## src/hw/rtl/ipts_pkg.sv

```systemverilog
package ipts_pkg;

  localparam int HDR_BYTES   = 40;
  localparam int OPT_BYTES   = 16;
  localparam int CHAIN_CELLS = HDR_BYTES + OPT_BYTES;

  localparam logic [7:0] NH_DSTOPT   = 8'h3c;
  localparam logic [7:0] OPT_HDR_LEN = 8'h01;
  localparam logic [7:0] OPT_LEN     = 8'h0c;

  typedef logic [7:0] byte_t;
  typedef byte_t [CHAIN_CELLS-1:0] chain_bytes_t;
  typedef logic [CHAIN_CELLS-1:0] chain_mask_t;

  // shift: every cell takes its right-hand neighbor (the last cell takes zero)
  // fill:  the last header cell takes the incoming word instead
  typedef struct packed {
    logic shift;
    logic fill;
  } chain_ctl_t;

endpackage

```

## src/hw/rtl/ipts_cell.sv

```systemverilog
module ipts_cell (
  input  logic          clk,
  input  logic          shift,
  input  logic          load,
  input  ipts_pkg::byte_t shift_in,
  input  ipts_pkg::byte_t load_val,
  output ipts_pkg::byte_t q
);
  import ipts_pkg::*;

  // load wins over shift
  always_ff @(posedge clk) begin
    if (load) begin
      q <= load_val;
    end else if (shift) begin
      q <= shift_in;
    end
  end

endmodule

```

## src/hw/rtl/ipts_chain.sv

```systemverilog
module ipts_chain (
  input  logic                     clk,
  input  ipts_pkg::chain_ctl_t     ctl,
  input  ipts_pkg::byte_t          fill_byte,
  input  ipts_pkg::chain_mask_t    load_en,
  input  ipts_pkg::chain_bytes_t   load_val,
  output ipts_pkg::chain_bytes_t   cell_q
);
  import ipts_pkg::*;

  for (genvar i = 0; i < CHAIN_CELLS; i++) begin : g_cell
    byte_t nbr;

    if (i == HDR_BYTES - 1) begin : g_tail
      assign nbr = ctl.fill ? fill_byte : cell_q[i+1];
    end else if (i == CHAIN_CELLS - 1) begin : g_end
      assign nbr = '0;
    end else begin : g_mid
      assign nbr = cell_q[i+1];
    end

    ipts_cell u_cell (
      .clk      (clk),
      .shift    (ctl.shift),
      .load     (load_en[i]),
      .shift_in (nbr),
      .load_val (load_val[i]),
      .q        (cell_q[i])
    );
  end

endmodule

```

## src/hw/rtl/ipv6_timestamp_option_inserter.sv

```systemverilog
// IPv6 timestamp option inserter.
// Input channel (in_valid/in_stall): one packet word per transfer, data_byte
// with last_byte on the final word, plus the current time (time_seconds,
// time_micros) that is sampled on the word completing the 40-byte header.
// Output channel (out_valid/out_stall): out_byte, out_last, stamped.
// Configuration: cfg_write/cfg_index/cfg_data. The user must see that it is
// written only while idle; the block itself does not enforce this. The 40
// header words shift into a row of 56 byte cells; no output is produced
// while they arrive. In the cycle after the last one, the stamp decision,
// if it hits, patches payload length and next header in place and loads
// the 16 option words into the cells behind the header. The row then
// shifts out one word per cycle from its head while the output is not
// stalled: 40 or 56 words. A packet shorter than 40 words first shifts
// idle until its first word reaches the head. Remaining words pass through
// cell 0 at one word per cycle while the output is not stalled. The input
// is stalled during decision and header emission. A stalled output holds
// its word and the whole row. Reset returns to header capture with
// sequence number zero and the default register values.
module ipv6_timestamp_option_inserter (
  input  logic        clk,
  input  logic        rst,
  input  logic        cfg_write,
  input  logic [1:0]  cfg_index,
  input  logic [7:0]  cfg_data,
  input  logic        in_valid,
  output logic        in_stall,
  input  logic [7:0]  data_byte,
  input  logic        last_byte,
  input  logic [31:0] time_seconds,
  input  logic [19:0] time_micros,
  output logic        out_valid,
  input  logic        out_stall,
  output logic [7:0]  out_byte,
  output logic        out_last,
  output logic        stamped
);
  import ipts_pkg::*;

  localparam logic [1:0] REG_PREFIX0 = 2'd0;
  localparam logic [1:0] REG_PREFIX1 = 2'd1;
  localparam logic [1:0] REG_KIND    = 2'd2;
  localparam logic [1:0] REG_INNER   = 2'd3;

  localparam logic [2:0] S_FILL   = 3'd0;
  localparam logic [2:0] S_ALIGN  = 3'd1;
  localparam logic [2:0] S_DECIDE = 3'd2;
  localparam logic [2:0] S_EMIT   = 3'd3;
  localparam logic [2:0] S_PASS   = 3'd4;
  localparam logic [2:0] S_DRAIN  = 3'd5;

  localparam logic [5:0] HDR_LAST = 6'(HDR_BYTES - 1);

  logic [2:0]  state;
  logic [5:0]  count;      // header words taken, later idle shifts left
  logic [5:0]  remain;     // words still to emit from the row
  logic        vld;
  logic        pkt_last;
  logic        pass_last;
  logic        st_flag;
  logic [31:0] seq;
  logic [31:0] sec;
  logic [19:0] usec;
  byte_t       prefix0, prefix1, kind, inner;

  logic         in_acc, out_acc;
  logic         stamp_hit;
  logic [15:0]  plen;
  logic [31:0]  seq_inc, seq_next;
  chain_ctl_t   ctl;
  chain_mask_t  load_en;
  chain_bytes_t load_val;
  chain_bytes_t cell_q;

  assign in_stall  = (state == S_FILL) ? 1'b0 :
                     (state == S_PASS) ? (vld & out_stall) : 1'b1;
  assign in_acc    = in_valid & ~in_stall;
  assign out_valid = vld;
  assign out_acc   = vld & ~out_stall;
  assign out_byte  = cell_q[0];
  assign out_last  = (state == S_EMIT) ? (pkt_last & (remain == 6'd1)) : pass_last;
  assign stamped   = st_flag;

  // Stamp decision on the completed header
  assign stamp_hit = (cell_q[0][7:4] == 4'h6) && (cell_q[24] == prefix0) &&
                     (cell_q[25] == prefix1) && (cell_q[6] != NH_DSTOPT);
  assign plen      = {cell_q[4], cell_q[5]} + 16'(OPT_BYTES);
  assign seq_inc   = seq + 32'd1;
  assign seq_next  = (seq_inc == 32'hffff_ffff) ? 32'd0 : seq_inc;

  always_comb begin
    ctl.fill  = (state == S_FILL);
    ctl.shift = (state == S_FILL && in_acc) || (state == S_ALIGN) ||
                (state == S_EMIT && out_acc);
    load_en   = '0;
    load_val  = '0;
    if (state == S_PASS && in_acc) begin
      load_en[0]  = 1'b1;
      load_val[0] = data_byte;
    end
    if (state == S_DECIDE && stamp_hit) begin
      load_en[4]  = 1'b1;
      load_val[4] = plen[15:8];
      load_en[5]  = 1'b1;
      load_val[5] = plen[7:0];
      load_en[6]  = 1'b1;
      load_val[6] = NH_DSTOPT;
      for (int i = HDR_BYTES; i < CHAIN_CELLS; i++) begin
        load_en[i] = 1'b1;
      end
      load_val[HDR_BYTES+0]  = inner;
      load_val[HDR_BYTES+1]  = OPT_HDR_LEN;
      load_val[HDR_BYTES+2]  = kind;
      load_val[HDR_BYTES+3]  = OPT_LEN;
      load_val[HDR_BYTES+4]  = seq_next[31:24];
      load_val[HDR_BYTES+5]  = seq_next[23:16];
      load_val[HDR_BYTES+6]  = seq_next[15:8];
      load_val[HDR_BYTES+7]  = seq_next[7:0];
      load_val[HDR_BYTES+8]  = sec[31:24];
      load_val[HDR_BYTES+9]  = sec[23:16];
      load_val[HDR_BYTES+10] = sec[15:8];
      load_val[HDR_BYTES+11] = sec[7:0];
      load_val[HDR_BYTES+12] = 8'h00;
      load_val[HDR_BYTES+13] = {4'h0, usec[19:16]};
      load_val[HDR_BYTES+14] = usec[15:8];
      load_val[HDR_BYTES+15] = usec[7:0];
    end
  end

  ipts_chain u_chain (
    .clk       (clk),
    .ctl       (ctl),
    .fill_byte (data_byte),
    .load_en   (load_en),
    .load_val  (load_val),
    .cell_q    (cell_q)
  );

  // Configuration registers
  always_ff @(posedge clk) begin
    if (rst) begin
      prefix0 <= 8'hff;
      prefix1 <= 8'h15;
      kind    <= 8'h15;
      inner   <= 8'h11;
    end else if (cfg_write) begin
      unique case (cfg_index)
        REG_PREFIX0: prefix0 <= cfg_data;
        REG_PREFIX1: prefix1 <= cfg_data;
        REG_KIND:    kind    <= cfg_data;
        REG_INNER:   inner   <= cfg_data;
        default:     ;
      endcase
    end
  end

  // Time sample on the word completing the header
  always_ff @(posedge clk) begin
    if (state == S_FILL && in_acc && count == HDR_LAST) begin
      sec  <= time_seconds;
      usec <= time_micros;
    end
  end

  always_ff @(posedge clk) begin
    if (state == S_PASS && in_acc) begin
      pass_last <= last_byte;
    end
  end

  // Sequencer
  always_ff @(posedge clk) begin
    if (rst) begin
      state    <= S_FILL;
      count    <= '0;
      remain   <= '0;
      vld      <= 1'b0;
      pkt_last <= 1'b0;
      st_flag  <= 1'b0;
      seq      <= '0;
    end else begin
      unique case (state)
        S_FILL: begin
          if (in_acc) begin
            if (count == HDR_LAST) begin
              pkt_last <= last_byte;
              count    <= '0;
              state    <= S_DECIDE;
            end else if (last_byte) begin
              // short packet: slide its first word to the head, then flush
              pkt_last <= 1'b1;
              remain   <= count + 6'd1;
              count    <= HDR_LAST - count;
              state    <= S_ALIGN;
            end else begin
              count <= count + 6'd1;
            end
          end
        end
        S_ALIGN: begin
          count <= count - 6'd1;
          if (count == 6'd1) begin
            count <= '0;
            vld   <= 1'b1;
            state <= S_EMIT;
          end
        end
        S_DECIDE: begin
          st_flag <= stamp_hit;
          remain  <= stamp_hit ? 6'(CHAIN_CELLS) : 6'(HDR_BYTES);
          if (stamp_hit) begin
            seq <= seq_next;
          end
          vld   <= 1'b1;
          state <= S_EMIT;
        end
        S_EMIT: begin
          if (out_acc) begin
            remain <= remain - 6'd1;
            if (remain == 6'd1) begin
              vld <= 1'b0;
              if (pkt_last) begin
                st_flag  <= 1'b0;
                pkt_last <= 1'b0;
                state    <= S_FILL;
              end else begin
                state <= S_PASS;
              end
            end
          end
        end
        S_PASS: begin
          if (in_acc) begin
            vld <= 1'b1;
            if (last_byte) begin
              state <= S_DRAIN;
            end
          end else if (out_acc) begin
            vld <= 1'b0;
          end
        end
        S_DRAIN: begin
          if (out_acc) begin
            vld     <= 1'b0;
            st_flag <= 1'b0;
            state   <= S_FILL;
          end
        end
        default: begin
          state <= S_FILL;
        end
      endcase
    end
  end

endmodule

```

## config.mk

```make
export PLATFORM = sky130hd
export DESIGN_NAME = ipv6_timestamp_option_inserter
export DESIGN_NICKNAME = d
export VERILOG_FILES = /design/src/hw/rtl/ipts_pkg.sv /design/src/hw/rtl/ipts_cell.sv /design/src/hw/rtl/ipts_chain.sv /design/src/hw/rtl/ipv6_timestamp_option_inserter.sv
export SDC_FILE = /design/constraint.sdc
export NUM_CORES = 1
export LEC_CHECK = 0
export ABC_CLOCK_PERIOD_IN_PS = 8600
export BUFFER_PORTS_ARGS = -buffer_cell sky130_fd_sc_hd__buf_4
export CELL_PAD_IN_SITES_DETAIL_PLACEMENT = 0
export CELL_PAD_IN_SITES_GLOBAL_PLACEMENT = 2
export CORE_UTILIZATION = 44
export DETAILED_ROUTE_END_ITERATION = 16
export PLACE_DENSITY = 0.82
export SYNTH_ARGS = -nofsm -noshare
export SYNTH_HDL_FRONTEND = slang
export SYNTH_SLANG_ARGS = --single-unit
```

## constraint.sdc

```tcl
create_clock -name clk -period 8.6 [get_ports clk]
set_input_delay 0.43 -clock clk [delete_from_list [all_inputs] [get_ports clk]]
set_output_delay 0.43 -clock clk [all_outputs]
set_load 0.02 [all_outputs]
```

==> out/metrics.cfg <==
[run_status]
run_status = completed

[timing]
timing.final.hold_violations = 0
worst_slack_ps = 4346
timing.final.setup_violations = 0
timing.final.crit_period_ps = 4254
rsz0062_at_grt = no
final.setup.tns_ps = 0
timing.final.max_slew_violations = 0
timing.max_slew.rel_slack_pct = 26.82
period_share_pct = 49.46
worst_pin_slew_ps = 1098
maximum_achievable_frequency_mhz = 235.1
fin_worst_skew_ps = 18.44

[setup_path]
max_fo_critical_path = 75
critPathCaptureType = flop
critical_path_buf_inv_count = 1
cells_traversed_along_the_worst_timing_path = nor3_2 > nand2_1 > nand2_1 > a21oi_1 > nand2_4 > buf_4
crit_required_ps = 8840
setup.worst_path.class = reg2reg
critPathMostFrequentCell = sky130_fd_sc_hd__nand2_1
critical_path.startpoint_type = flop
critPathMaxStageDelay_ps = 910
worst_path_arrival_ps = 4490
timing.critical_path.max_delay_family = simple AND/OR/NAND/NOR gates
critPathSlowestCell = sky130_fd_sc_hd__nor3_2

[drt]
post_route_drc_violation_count = 0
detailroute.via_count = 12030
detail-route-antenna-nets = 0
avg_wl_per_cell_um = 17.74
drtPass1Iterations = 7
mean_number_of_vias_per_cell = 5.023
drtIter0Drc = 1015
routed_wirelength_um = 42480

[pwr]
power.ir.vdd_worst_uv = 197.2
power_frac_comb_pct = 9.0
power.share.clock_pct = 35.8
power_switching_share_pct = 23.31
p_seq_share_pct = 55.3
power.static_leakage_nw = 9.232
p_sw_mw = 1.743
power.density_mw_per_mm2 = 289.6
intPower_mw = 5.733

[synthesis]
synthesis.area_mm2 = 0.02200
postSynth.topFlopCell = sky130_fd_sc_hd__edfxtp_1
synth.distinct_cells = 56
top_area_cells_in_the_synthesized_netlist = sky130_fd_sc_hd__edfxtp_1 68%, sky130_fd_sc_hd__dfxtp_1 7.5%, sky130_fd_sc_hd__nand2_1 5.4%
async_reset_ff_share_pct = 0
ys_ff_latch = 583
yosysMostFrequentCell = sky130_fd_sc_hd__edfxtp_1
mean_cell_area_of_the_mapped_netlist_um2 = 14.13
sequential_cell_area_fraction_in_the_yosys_report_pct = 75.85
synth_enable_flop_cells = 501
netlist.area_leader.share_pct = 68.39
synth_largest_area_cell = sky130_fd_sc_hd__edfxtp_1
syn-instance-count = 1557
ys_warn_count = 0
synth_nets = 1643
post_synth_top_cells = 501 x sky130_fd_sc_hd__edfxtp_1, 316 x sky130_fd_sc_hd__nand2_1, 82 x sky130_fd_sc_hd__dfxtp_1, 70 x sky130_fd_sc_hd__nor2_1, 57 x sky130_fd_sc_hd__clkbuf_1

[clocking]
cts_buffers = 58
tritoncts = done
clkLatencyLatePin_ps = 630
clk_path_buf_depth = 3
cts.reportedPaths.clkPinSlew_ps = 60
clock-sinks = 583
ctsResizeCount = 0
htree_levels = 2
cts-root-buf = sky130_fd_sc_hd__clkbuf_16

[global_routing]
grt_start_max_net_pins = 209
first_pass_grt_wire_length_um = 66620
groute.usage.overall_pct = 17.11
grt_antenna_before_repair = 0
globalRouteOverflowTotal = 0
grt_pass1_vias = 11743

[finish]
drive_above_1_share_pct = 12.82
antenna-diode-count = 0
finish.instance_area_mm2 = 0.02581
layout.nets = 1772
final_core_utilization_pct = 52.52
layout.filler_cells = 4049
p_r_area_growth_vs_syn_pct = 17.35
regArea_mm2 = 0.01669
multiInputGateArea_mm2 = 0.004921

[placement]
place_worst_setup_slack_ps = 4362
place.gp.congestion = 0.8468
io_buffer_count = 87
dpl.hpwl_um = 25750
dpl-instance-area_mm2 = 0.02325

[hold_path]
worst_hold_path_type = in2reg

[die]
dieArea_mm2 = 0.05089
floorplan.die.height_um = 225.6
initial_core_util_pct = 44.75
die_width_um = 225.6
rows = 81
design.core.area_mm2 = 0.04915
pin_count = 88

[run]
cap_violations = 0

-- path summary, 6_finish.rpt --
| check | cells past startpoint | to | start | slack [ps] |
|---|---|---|---|---|
| min reg2reg | 0 | u_chain.g_cell[2].u_cell.q[3] | u_chain.g_cell[3].u_cell.q[3] | 400 |
| max reg2reg | 6 | u_chain.g_cell[46].u_cell.q[2] | state[0] | 4350 |
| min | 2 | prefix0[0] | cfg_data[0] | 80 |
| max | 6 | u_chain.g_cell[46].u_cell.q[2] | state[0] | 4350 |
-- area by class of cell --
| class | count | area share (%) |
|---|---|---|
| repair buffers | 149 | 4.886 |
| flip-flops and latches | 583 | 64.64 |
| clock buffers | 71 | 5.889 |
| clock inverters | 34 | 2.016 |
| multi-input cells | 876 | 19.06 |
| well taps | 664 | 3.218 |
| inverters | 18 | 0.2908 |
-- per-stage QoR --
| stage | instances | hold slack [ps] | total power, mW |
|---|---|---|---|
| 2_1_floorplan | 1557 | 400.3 | 4.636 |
| 3_3_place_gp | 2238 | 400.5 | 4.830 |
| 3_5_place_dp | 2238 | 404.5 | 4.846 |
| 4_1_cts | 2395 | 30.83 | 7.572 |
| 5_1_grt | 2395 | 46.26 | 7.798 |
| 6_report | 2395 | 78.39 | 7.476 |
-- power by group through the flow --
stage / clock network [mW] / registers (mW) / logic, mW
after detailed placement: 0 / 4.19 / 0.661
after CTS: 2.75 / 4.14 / 0.682
final: 2.67 / 4.13 / 0.670
after global placement: 0 / 4.17 / 0.655
after floorplan: 0 / 4.17 / 0.469
after global routing: 2.85 / 4.20 / 0.749
-- layer usage --
| metal | wire (µm) | vias to the layer above | GRT usage [%] |
|---|---|---|---|
| li1 | - | 5863 | - |
| met1 | 19570 | 5810 | 24.38 |
| met2 | 19980 | 293 | 26.76 |
| met3 | 1955 | 64 | 2.758 |
| met4 | 981 | 0 | 5.727 |
| met5 | 0 | - | 0 |
-- logic make-up (layout without fill, tap and decap cells) --
logic type	count (synthesis)	count (layout)	synth area share, %
AO/OA/AOI/OAI	152	152	4.482
XOR/XNOR	78	78	3.106
adder cells (fa/ha/maj)	11	11	0.6143
buffers and inverters	98	272	1.945
flip-flops	583	583	75.85
multiplexers	16	16	0.8191
AND/OR/NAND/NOR	619	619	13.18
-- worst reg2reg max path, stage by stage, from the launching register on --
cell	delay [ps]
sky130_fd_sc_hd__dfxtp_1	460
sky130_fd_sc_hd__nor3_2	910
sky130_fd_sc_hd__nand2_1	280
sky130_fd_sc_hd__nand2_1	210
sky130_fd_sc_hd__a21oi_1	200
sky130_fd_sc_hd__nand2_4	810
sky130_fd_sc_hd__buf_4	950
-- what timing repair did --
| action | in CTS | in global routing |
|---|---|---|
| hold buffers | 52 | 0 |
| hold endpoints to repair | 52 | 0 |
| buffers inserted | 0 | 0 |
-- flip-flops by register name, indices dropped and copies added, names as in the netlist, 8 cells and up --
register	flops
prefix1	8
inner	8
sec	32
usec	20
seq	32
kind	8
u_chain.g_cell.u_cell.q	448
prefix0	8
-- layout by cell type (no fill, tap or decap), types with 10 or more instances in the layout --
master                          count
sky130_fd_sc_hd__edfxtp_1         501
sky130_fd_sc_hd__nand2_1          315
sky130_fd_sc_hd__buf_4             96
sky130_fd_sc_hd__dfxtp_1           82
sky130_fd_sc_hd__nor2_1            70
sky130_fd_sc_hd__clkbuf_16         58
sky130_fd_sc_hd__dlygate4sd3_1     52
sky130_fd_sc_hd__and2_1            48
sky130_fd_sc_hd__a21oi_1           47
sky130_fd_sc_hd__xnor2_1           42
sky130_fd_sc_hd__nor3_1            40
sky130_fd_sc_hd__xor2_1            36
sky130_fd_sc_hd__nand3_1           32
sky130_fd_sc_hd__a21o_1            25
sky130_fd_sc_hd__o21ai_0           23
sky130_fd_sc_hd__inv_1             17
sky130_fd_sc_hd__mux2_2            16
sky130_fd_sc_hd__nand2b_1          14
sky130_fd_sc_hd__nand4_1           13
sky130_fd_sc_hd__nor4_1            12
sky130_fd_sc_hd__or3_1             11
sky130_fd_sc_hd__bufinv_16         11
sky130_fd_sc_hd__clkbuf_1          11
sky130_fd_sc_hd__and3_1            10
sky130_fd_sc_hd__a31oi_1           10
sky130_fd_sc_hd__nor2b_1           10
sky130_fd_sc_hd__ha_1              10
sky130_fd_sc_hd__clkinv_2          10
Note: power is estimated with default switching activity, not from simulation.
